**src/hw/rtl/tcw_pkg.sv**
```systemverilog
// Shared types and constants for the TCP congestion window update block.
// Used by tcw_serial_div and tcp_congestion_window_update; depends on nothing.
`default_nettype none

package tcw_pkg;

  localparam int unsigned WORD_W    = 32;
  localparam int unsigned MSS_W     = 16;
  localparam int unsigned CMD_W     = 3;
  localparam int unsigned PADDR_W   = 3;
  localparam int unsigned PDATA_W   = 32;
  localparam int unsigned DIV_CNT_W = $clog2(WORD_W);

  // Register index, taken from paddr[2] (registers sit every four bytes).
  localparam logic REG_MSS = 1'b0;

  localparam logic [MSS_W-1:0]  MSS_RESET    = 16'd536;
  localparam logic [WORD_W-1:0] WINDOW_RESET = 32'd1;
  localparam logic [WORD_W-1:0] THRESH_RESET = '1;

  typedef enum logic [CMD_W-1:0] {
    CMD_ACK        = 3'd0,
    CMD_DUPACK     = 3'd1,
    CMD_TRIPLE     = 3'd2,
    CMD_TIMEOUT    = 3'd3,
    CMD_CONGESTION = 3'd4,
    CMD_RECOVERED  = 3'd5,
    CMD_INIT       = 3'd6
  } cmd_t;

  typedef enum logic [2:0] {
    ST_IDLE,
    ST_EXEC,
    ST_ADD3,
    ST_DIV_GO,
    ST_DIV_WAIT,
    ST_FINISH
  } state_t;

  typedef struct packed {
    logic busy;
    logic done;
  } div_sts_t;

endpackage

`default_nettype wire

```
**src/hw/rtl/tcw_serial_div.sv**
```systemverilog
// Restoring divider that produces one quotient bit per cycle.
// Depends on tcw_pkg for the word width and the status struct.
`default_nettype none

module tcw_serial_div
  import tcw_pkg::*;
(
  input  wire logic              clk,
  input  wire logic              rst_n,
  input  wire logic              start,
  input  wire logic [WORD_W-1:0] dividend,
  input  wire logic [WORD_W-1:0] divisor,
  output div_sts_t               sts,
  output logic      [WORD_W-1:0] quotient
);

  logic                 busy_r;
  logic                 done_r;
  logic [DIV_CNT_W-1:0] cnt_r;
  logic [WORD_W-1:0]    rem_r;
  logic [WORD_W-1:0]    quo_r;
  logic [WORD_W-1:0]    dvs_r;

  logic [WORD_W:0]      shifted;
  logic [WORD_W:0]      diff;
  logic [WORD_W-1:0]    rem_nxt;
  logic [WORD_W-1:0]    quo_nxt;

  // The partial remainder stays below the divisor, so the shifted value is
  // below twice the divisor and the top bit of the difference is the borrow.
  always_comb begin
    shifted = {rem_r, quo_r[WORD_W-1]};
    diff    = shifted - {1'b0, dvs_r};
    if (!diff[WORD_W]) begin
      rem_nxt = diff[WORD_W-1:0];
      quo_nxt = {quo_r[WORD_W-2:0], 1'b1};
    end else begin
      rem_nxt = shifted[WORD_W-1:0];
      quo_nxt = {quo_r[WORD_W-2:0], 1'b0};
    end
  end

  always_ff @(posedge clk) begin
    if (!rst_n) begin
      busy_r <= 1'b0;
      done_r <= 1'b0;
      cnt_r  <= '0;
    end else begin
      done_r <= 1'b0;
      if (start) begin
        busy_r <= 1'b1;
        cnt_r  <= '0;
      end else if (busy_r) begin
        cnt_r <= cnt_r + 1'b1;
        if (cnt_r == DIV_CNT_W'(WORD_W - 1)) begin
          busy_r <= 1'b0;
          done_r <= 1'b1;
        end
      end
    end
  end

  always_ff @(posedge clk) begin
    if (start) begin
      rem_r <= '0;
      quo_r <= dividend;
      dvs_r <= divisor;
    end else if (busy_r) begin
      rem_r <= rem_nxt;
      quo_r <= quo_nxt;
    end
  end

  assign sts.busy = busy_r;
  assign sts.done = done_r;
  assign quotient = quo_r;

endmodule

`default_nettype wire

```
**src/hw/rtl/tcp_congestion_window_update.sv**
```systemverilog
// Congestion window and slow-start threshold for one TCP connection.
// Each accepted word passes through EXEC and FINISH; a triple dupack adds the ADD3 step, and an
// ACK in congestion avoidance runs the bit-serial divider (DIV_GO, DIV_WAIT) before FINISH.
// One word is in work at a time; the next is taken once the result is in the output register,
// and FINISH holds the word while an earlier result still waits on a stall at the output.
// Reset (synchronous, active low): window 1, threshold all ones, MSS 536, no result pending.
`default_nettype none

module tcp_congestion_window_update
  import tcw_pkg::*;
(
  input  wire logic               clk,
  input  wire logic               rst_n,
  input  wire logic               in_valid,
  output logic                    in_stall,
  input  wire logic [CMD_W-1:0]   in_cmd,
  input  wire logic [WORD_W-1:0]  in_advertised_window,
  output logic                    out_valid,
  input  wire logic               out_stall,
  output logic      [WORD_W-1:0]  out_congestion_window,
  output logic      [WORD_W-1:0]  out_slow_start_threshold,
  input  wire logic               psel,
  input  wire logic               penable,
  input  wire logic               pwrite,
  input  wire logic [PADDR_W-1:0] paddr,
  input  wire logic [PDATA_W-1:0] pwdata,
  output logic      [PDATA_W-1:0] prdata,
  output logic                    pready
);

  state_t            state_r, state_nxt;
  logic [MSS_W-1:0]  mss_r;
  logic [WORD_W-1:0] window_r, window_nxt;
  logic [WORD_W-1:0] thresh_r, thresh_nxt;
  logic [CMD_W-1:0]  cmd_r;
  logic [WORD_W-1:0] adv_r;
  logic [WORD_W-1:0] product_r, product_nxt;
  logic              out_valid_r, out_valid_nxt;
  logic [WORD_W-1:0] out_window_r;
  logic [WORD_W-1:0] out_thresh_r;
  logic              load_out;

  logic              div_start;
  div_sts_t          div_sts;
  logic [WORD_W-1:0] div_quo;

  logic [WORD_W-1:0] grow_amt;
  logic [WORD_W:0]   grow_sum;
  logic [WORD_W-1:0] grown;
  logic [WORD_W-1:0] cong_base;
  logic [WORD_W-1:0] cong_half;
  logic [WORD_W-1:0] mss_x2;
  logic [WORD_W-1:0] mss_x3;
  logic [WORD_W-1:0] cong_thresh;
  logic              in_accept;

  assign in_accept = in_valid && !in_stall;

  assign mss_x2 = {{(WORD_W-MSS_W-1){1'b0}}, mss_r, 1'b0};
  assign mss_x3 = mss_x2 + {{(WORD_W-MSS_W){1'b0}}, mss_r};

  assign grow_amt = (state_r == ST_DIV_WAIT) ? div_quo : {{(WORD_W-MSS_W){1'b0}}, mss_r};

  // A step that would wrap, or adds nothing, leaves the window as it is.
  assign grow_sum = {1'b0, window_r} + {1'b0, grow_amt};
  assign grown    = (!grow_sum[WORD_W] && (grow_amt != '0)) ? grow_sum[WORD_W-1:0]
                                                             : window_r;

  assign cong_base   = (window_r > adv_r) ? adv_r : window_r;
  assign cong_half   = {1'b0, cong_base[WORD_W-1:1]};
  assign cong_thresh = (cong_half < mss_x2) ? mss_x2 : cong_half;

  always_comb begin
    state_nxt     = state_r;
    window_nxt    = window_r;
    thresh_nxt    = thresh_r;
    product_nxt   = product_r;
    out_valid_nxt = out_valid_r;
    div_start     = 1'b0;
    load_out      = 1'b0;

    if (out_valid_r && !out_stall) begin
      out_valid_nxt = 1'b0;
    end

    case (state_r)
      ST_IDLE: begin
        if (in_accept) begin
          state_nxt = ST_EXEC;
        end
      end
      ST_EXEC: begin
        state_nxt = ST_FINISH;
        case (cmd_r)
          CMD_ACK: begin
            if (window_r < thresh_r) begin
              window_nxt = grown;
            end else if (window_r != '0) begin
              product_nxt = {{(WORD_W-MSS_W){1'b0}}, mss_r} *
                            {{(WORD_W-MSS_W){1'b0}}, mss_r};
              state_nxt   = ST_DIV_GO;
            end
          end
          CMD_DUPACK: begin
            window_nxt = grown;
          end
          CMD_TRIPLE: begin
            thresh_nxt = cong_thresh;
            state_nxt  = ST_ADD3;
          end
          CMD_TIMEOUT: begin
            thresh_nxt = cong_thresh;
            window_nxt = {{(WORD_W-MSS_W){1'b0}}, mss_r};
          end
          CMD_CONGESTION: begin
            thresh_nxt = cong_thresh;
          end
          CMD_RECOVERED: begin
            window_nxt = thresh_r;
          end
          CMD_INIT: begin
            window_nxt = (window_r == WINDOW_RESET) ? mss_x2
                                                    : {{(WORD_W-MSS_W){1'b0}}, mss_r};
          end
          default: begin
          end
        endcase
      end
      ST_ADD3: begin
        window_nxt = thresh_r + mss_x3;
        state_nxt  = ST_FINISH;
      end
      ST_DIV_GO: begin
        div_start = 1'b1;
        state_nxt = ST_DIV_WAIT;
      end
      ST_DIV_WAIT: begin
        if (div_sts.done) begin
          window_nxt = grown;
          state_nxt  = ST_FINISH;
        end
      end
      ST_FINISH: begin
        if (!out_valid_r || !out_stall) begin
          load_out      = 1'b1;
          out_valid_nxt = 1'b1;
          state_nxt     = ST_IDLE;
        end
      end
      default: begin
        state_nxt = ST_IDLE;
      end
    endcase
  end

  always_ff @(posedge clk) begin
    if (!rst_n) begin
      state_r     <= ST_IDLE;
      out_valid_r <= 1'b0;
      window_r    <= WINDOW_RESET;
      thresh_r    <= THRESH_RESET;
      mss_r       <= MSS_RESET;
    end else begin
      state_r     <= state_nxt;
      out_valid_r <= out_valid_nxt;
      window_r    <= window_nxt;
      thresh_r    <= thresh_nxt;
      if (psel && penable && pwrite && (paddr[2] == REG_MSS)) begin
        mss_r <= pwdata[MSS_W-1:0];
      end
    end
  end

  always_ff @(posedge clk) begin
    product_r <= product_nxt;
    if (in_accept) begin
      cmd_r <= in_cmd;
      adv_r <= in_advertised_window;
    end
    if (load_out) begin
      out_window_r <= window_r;
      out_thresh_r <= thresh_r;
    end
  end

  tcw_serial_div u_div (
    .clk      (clk),
    .rst_n    (rst_n),
    .start    (div_start),
    .dividend (product_r),
    .divisor  (window_r),
    .sts      (div_sts),
    .quotient (div_quo)
  );

  assign in_stall                 = (state_r != ST_IDLE);
  assign out_valid                = out_valid_r;
  assign out_congestion_window    = out_window_r;
  assign out_slow_start_threshold = out_thresh_r;

  assign pready = 1'b1;
  assign prdata = (paddr[2] == REG_MSS) ? {{(PDATA_W-MSS_W){1'b0}}, mss_r} : '0;

endmodule

`default_nettype wire

```
**config.mk**
```make
export PLATFORM = sky130hd
export DESIGN_NAME = tcp_congestion_window_update
export DESIGN_NICKNAME = d
export VERILOG_FILES = /design/src/hw/rtl/tcw_pkg.sv /design/src/hw/rtl/tcw_serial_div.sv /design/src/hw/rtl/tcp_congestion_window_update.sv
export SDC_FILE = /design/constraint.sdc
export NUM_CORES = 1
export LEC_CHECK = 0
export ABC_AREA = 1
export BUFFER_PORTS_ARGS = -buffer_cell sky130_fd_sc_hd__buf_2
export CAP_MARGIN = 20
export CORE_AREA = 3 3 186 261
export DETAILED_ROUTE_END_ITERATION = 10
export DIE_AREA = 0 0 189 264
export HOLD_SLACK_MARGIN = 0.06
export PLACE_DENSITY = 0.82
export REMOVE_ABC_BUFFERS = 1
export SLEW_MARGIN = 20
export SYNTH_ARGS = -nofsm -noshare
export SYNTH_HDL_FRONTEND = slang
export SYNTH_HIERARCHICAL = 1
export SYNTH_SLANG_ARGS = --single-unit
```
**constraint.sdc**
```tcl
create_clock -name clk -period 9 [get_ports clk]
set_clock_uncertainty 0.15 [all_clocks]
set_input_delay 0.45 -clock clk [delete_from_list [all_inputs] [get_ports clk]]
set_output_delay 0.45 -clock clk [all_outputs]
set_load 0.02 [all_outputs]
```
-- After elaboration in Yosys (flattened, before gate mapping)
Cells that the tools add are included.
- bits of input ports: 77
- register bits after elaboration: 318
- order comparisons: 3
- multipliers: 1
- reductions and logical operators: 25
- $add $sub $neg: 5
- equality and inequality tests: 18
- bitwise gates (word level): 4
- mux-type cells: 31
- operator list (kind ; number):
    32-bit two-way mux ; 8
    32-bit case mux with 5 select lines ; 1
    32-bit case mux with 3 select lines ; 1
    32-bit nonzero test ; 2
    32-bit by 32-bit adder with 33-bit output ; 1
    33-bit by 32-bit subtractor with 33-bit output ; 1
    32-bit by 18-bit adder with 32-bit output ; 1
    32-bit by 1-bit == test with 1-bit output (second input constant) ; 1
    32-bit > comparator ; 1
    32-bit < comparator ; 1
    16-bit by 16-bit multiplier with 32-bit output ; 1
    31-bit by 17-bit < comparator with 1-bit output ; 1
    31-bit two-way mux ; 1
    17-bit by 16-bit adder with 18-bit output ; 1
    3-bit case mux with 6 select lines ; 1
    17-bit two-way mux ; 1
    16-bit two-way mux ; 1
    3-bit == test (second input constant) ; 5
    3-bit two-way mux ; 5
    3-bit by 2-bit == test with 1-bit output (second input constant) ; 4
    1-bit two-way mux ; 11
    4-bit AND reduction ; 2
    3-bit by 1-bit == test with 1-bit output (second input constant) ; 2
    1-bit logical AND ; 6
    17 further kinds ; 27

-- Longest topological paths before layout
- depth in word-level cells: 9
- depth in mapped cells: 32

-- Cells and area by module
Netlist, hierarchy kept.
- by module, submodules not included (module ; cells an instance ; area each (µm²) ; sequential area each (µm²) ; times used):
    tcp_congestion_window_update ; 2812 ; 22292.6 ; 5585.4 ; 1
    tcw_serial_div ; 1036 ; 6885.4 ; 2702.6 ; 1

-- Worst setup path before layout
OpenSTA, ideal clock, no wires.
- path type: register to register
- from: register mss_r[1]
- to: register product_r[28] (data pin)
- arrival: 5943 ps
- stages on the path, launching flop included: 24
- library setup time: 264 ps
- path slack: 2643 ps
- clock period less this slack: 6357 ps
- path buffers: 2
- required time: 8586 ps
- cell sequence: dfxtp_1 clkbuf_1 buf_1 nand2_1 fa_1 inv_1 fa_1 fa_1 fa_1 fa_1 inv_1 fa_1 inv_1 ha_1 nand3_1 o221ai_1 a21oi_1 o21ai_0 nand2_1 nand2_1 nand2_1 nand2_1 a31oi_1 xor2_1
- cells in the longest elaborated chain, start to end: 1
- RTL lines (item ; RTL line ; source):
    start: declaration ; tcp_congestion_window_update.sv:32 ; logic [MSS_W-1:0] mss_r;
    start signal: assignment ; tcp_congestion_window_update.sv:169 ; mss_r <= pwdata[MSS_W-1:0];
    16-bit by 16-bit multiplier with 32-bit output ; tcp_congestion_window_update.sv:99 ; product_nxt = {{(WORD_W-MSS_W){1'b0}}, mss_r} *
    end signal: assignment ; tcp_congestion_window_update.sv:175 ; product_r <= product_nxt;
    end: declaration ; tcp_congestion_window_update.sv:37 ; logic [WORD_W-1:0] product_r, product_nxt;
No other way between the ends.
A chain may end at the register's enable or synchronous reset.

-- Worst setup path in the final report
- from: register mss_r[13]
- to: register product_r[28] (data pin)
The elaborated chain is that of the path after synthesis.

==> flow_summary.json <==
{
  "status": "complete, no violations",
  "ff_latch_area_um2": 8290,
  "vias_per_cell": 5.633,
  "grt_pass1_wl_um": 132900,
  "cp_slowest_cell": "dfxtp_1",
  "die_area_um2": 49900,
  "min_period_over_period_pct": 76.24,
  "grt.overflow.total": 0,
  "num_rows": 93,
  "layout-drive-gt1-share_pct": 7.265,
  "max_slew_margin_pct": 28.69,
  "wl_met2_um": 40340,
  "worst_pin_slew_ns": 1.067,
  "min_to": "state_r[0]",
  "min_period_ns": 6.861,
  "fin_nets": 4552,
  "comb_power_share_pct": 46.7,
  "maxCapViolCount": 0,
  "multi_input_area_um2": 17530,
  "power_density_nw_per_um2": 202.5,
  "r2r_cells": 22,
  "top_layer": "met5",
  "dieWidth_um": 189,
  "first_global_vias": 25660,
  "start_kind": "register",
  "hold_class": "primary input to register",
  "antenna_found_initial": 2,
  "wl_met1_um": 30270,
  "fmax_ghz": 0.1457,
  "cp_max_fo": 17,
  "path_cells": "buf_4 -> nand2_1 -> fa_1 -> inv_1 -> fa_1 -> fa_1 -> fa_1 -> fa_1 -> inv_1 -> fa_1 -> inv_1 -> ha_1 -> nand3_1 -> nor3_1 -> a21oi_1 -> o21ai_0 -> nand2_1 -> nand2_1 -> nand2_1 -> nand2_1 -> a31oi_1 -> xor2_1",
  "final_common_cell": "nand2_1",
  "finalSetupViolations": 0,
  "num_vias": 26200,
  "finalHoldViolCount": 0,
  "final_cell_mix": "nand2_1 (969), inv_1 (736), ha_1 (284)",
  "hpwlAfterDp_um": 63680,
  "clockRootBuffer": "clkbuf_16",
  "required_ns": 9.16,
  "finalInstanceArea_um2": 32080,
  "htreeDepth": 1,
  "synth_warnings": 6,
  "placed_cell_area_um2": 30430,
  "ant_nets": 0,
  "whs_path_depth": 4,
  "coreArea_um2": 46200,
  "pwr-share-seq_pct": 31.5,
  "synth_cells": 3847,
  "drc": 0,
  "r2r_end": "product_r[28]",
  "critPathArrivalTime_ns": 7.03,
  "grt_max_degree": 65,
  "worst_setup_path_end_kind": "register",
  "drt_iter0_markers": 2107,
  "fill_cells": 3777,
  "netSwitchingPower_mw": 2.891,
  "syn_area_um2": 29170,
  "fin_tns_setup_ns": 0,
  "clockPowerShare_pct": 21.7,
  "io_pins": 176,
  "clk-insertion-delay-late_ns": 0.62,
  "netSwitchingFraction_pct": 44.50,
  "initial_core_util_pct": 63.15,
  "vdd_drop_max_mv": 0.2080,
  "slew_violations": 0,
  "dr.pass1.iters": 6,
  "drt-wirelength-per-cell_um": 18.00,
  "grt_setup_unrepaired": "no",
  "numCtsBuffers": 31,
  "syn_area_per_cell_um2": 7.583,
  "cts_sinks": 317,
  "r2r_setup_slack_ns": 2.14,
  "timing.rr.start": "mss_r[13]",
  "die_y_um": 264,
  "wl_um": 83710,
  "area_delta_synth_final_pct": 9.981,
  "routed-wl-met3_um": 7058,
  "path_class": "register to register",
  "cts.path.max_buffers": 3,
  "path_common_cell": "fa_1",
  "internal_power_mw": 3.605,
  "grt.total_usage_pct": 33.38,
  "cts.reportedPaths.clkPinSlew_ns": 0.07,
  "routabilityCongestion": 1.004,
  "io_buffers": 140,
  "cts_tree": "done",
  "p_leak_nw": 17.10,
  "min_from": "in_valid",
  "critPathMaxStageDelay_ns": 0.70
}
[critical path: cells and delay by family (launching register included)]
kind | cells | cell delay [ns]
buffers and inverters | 4 | 0.55
adders and majority gates | 7 | 3.56
and+or+nand+nor | 7 | 0.76
xor gates and xnor gates | 1 | 0.17
DFF | 1 | 0.70
AOI/OAI and AO/OA | 3 | 0.64
[power groups by stage]
stage | clock [mW] | combinational (mW) | sequential [mW]
finish | 1.41 | 3.04 | 2.05
global route | 1.48 | 3.41 | 2.06
floorplan | 0 | 2.09 | 1.99
global placement | 0 | 2.86 | 2.07
detailed placement | 0 | 2.91 | 2.07
CTS | 1.42 | 2.95 | 2.03
[area by class of cell]
cell class                 instances  area share (%)
clock buffer                      34           2.453
sequential                       317           25.84
clock inverter                    24          0.9867
timing repair buffer             228           4.750
tap                              617           2.406
antenna                            1        0.007800
inverter                         760           8.900
multi-input combinational       2670           54.65
[registers in the layout, summed over array words and instances, names as in the netlist, 5 cells and up]
register	count
out_slow_start_threshold	32
u_div/rem_r	32
u_div/cnt_r	5
product_r	31
adv_r	32
u_div/dvs_r	32
out_congestion_window	32
thresh_r	32
window_r	32
mss_r	16
u_div/quotient	32
[through the flow]
| step | instances | hold WS (ns) | setup slack (ns) | power, mW | util [%] |
|---|---|---|---|---|---|
| after floorplan | 3747 | 0.2810 | 2.773 | 4.076 | - |
| after global placement | 4538 | 0.3073 | 2.129 | 4.922 | 65.80 |
| after detailed placement | 4539 | 0.3128 | 2.015 | 4.980 | 65.86 |
| after CTS | 4649 | 0.06072 | 1.924 | 6.409 | 69.38 |
| after global routing | 4650 | 0.1297 | 1.766 | 6.944 | 69.44 |
| final | 4651 | 0.08612 | 2.139 | 6.496 | 69.45 |
[layer usage]
metal,vias up,GRT usage (%)
met3,367,5.044
li1,12540,-
met5,-,0
met1,12100,38.71
met2,1197,58.29
met4,2,19.60
[worst max-delay path by stage]
stage                    end      start  depth (start not counted)  slack, ns
5_1_grt        product_r[28]   mss_r[7]                         24       1.77
4_1_cts        product_r[28]  mss_r[15]                         25       1.92
3_3_place_gp   product_r[28]  mss_r[15]                         25       2.13
6_report       product_r[28]  mss_r[13]                         22       2.14
2_1_floorplan  product_r[28]   mss_r[6]                         23       2.77
3_5_place_dp   product_r[28]  mss_r[15]                         25       2.01
[repair_timing]
action | in CTS | in global routing
gates resized for setup | 0 | 0
buffers inserted | 0 | 0
endpoints found under the setup margin | 0 | 0
hold buffers | 52 | 0
hold endpoints to repair | 52 | 0
Power figures use the tool's default switching activity.
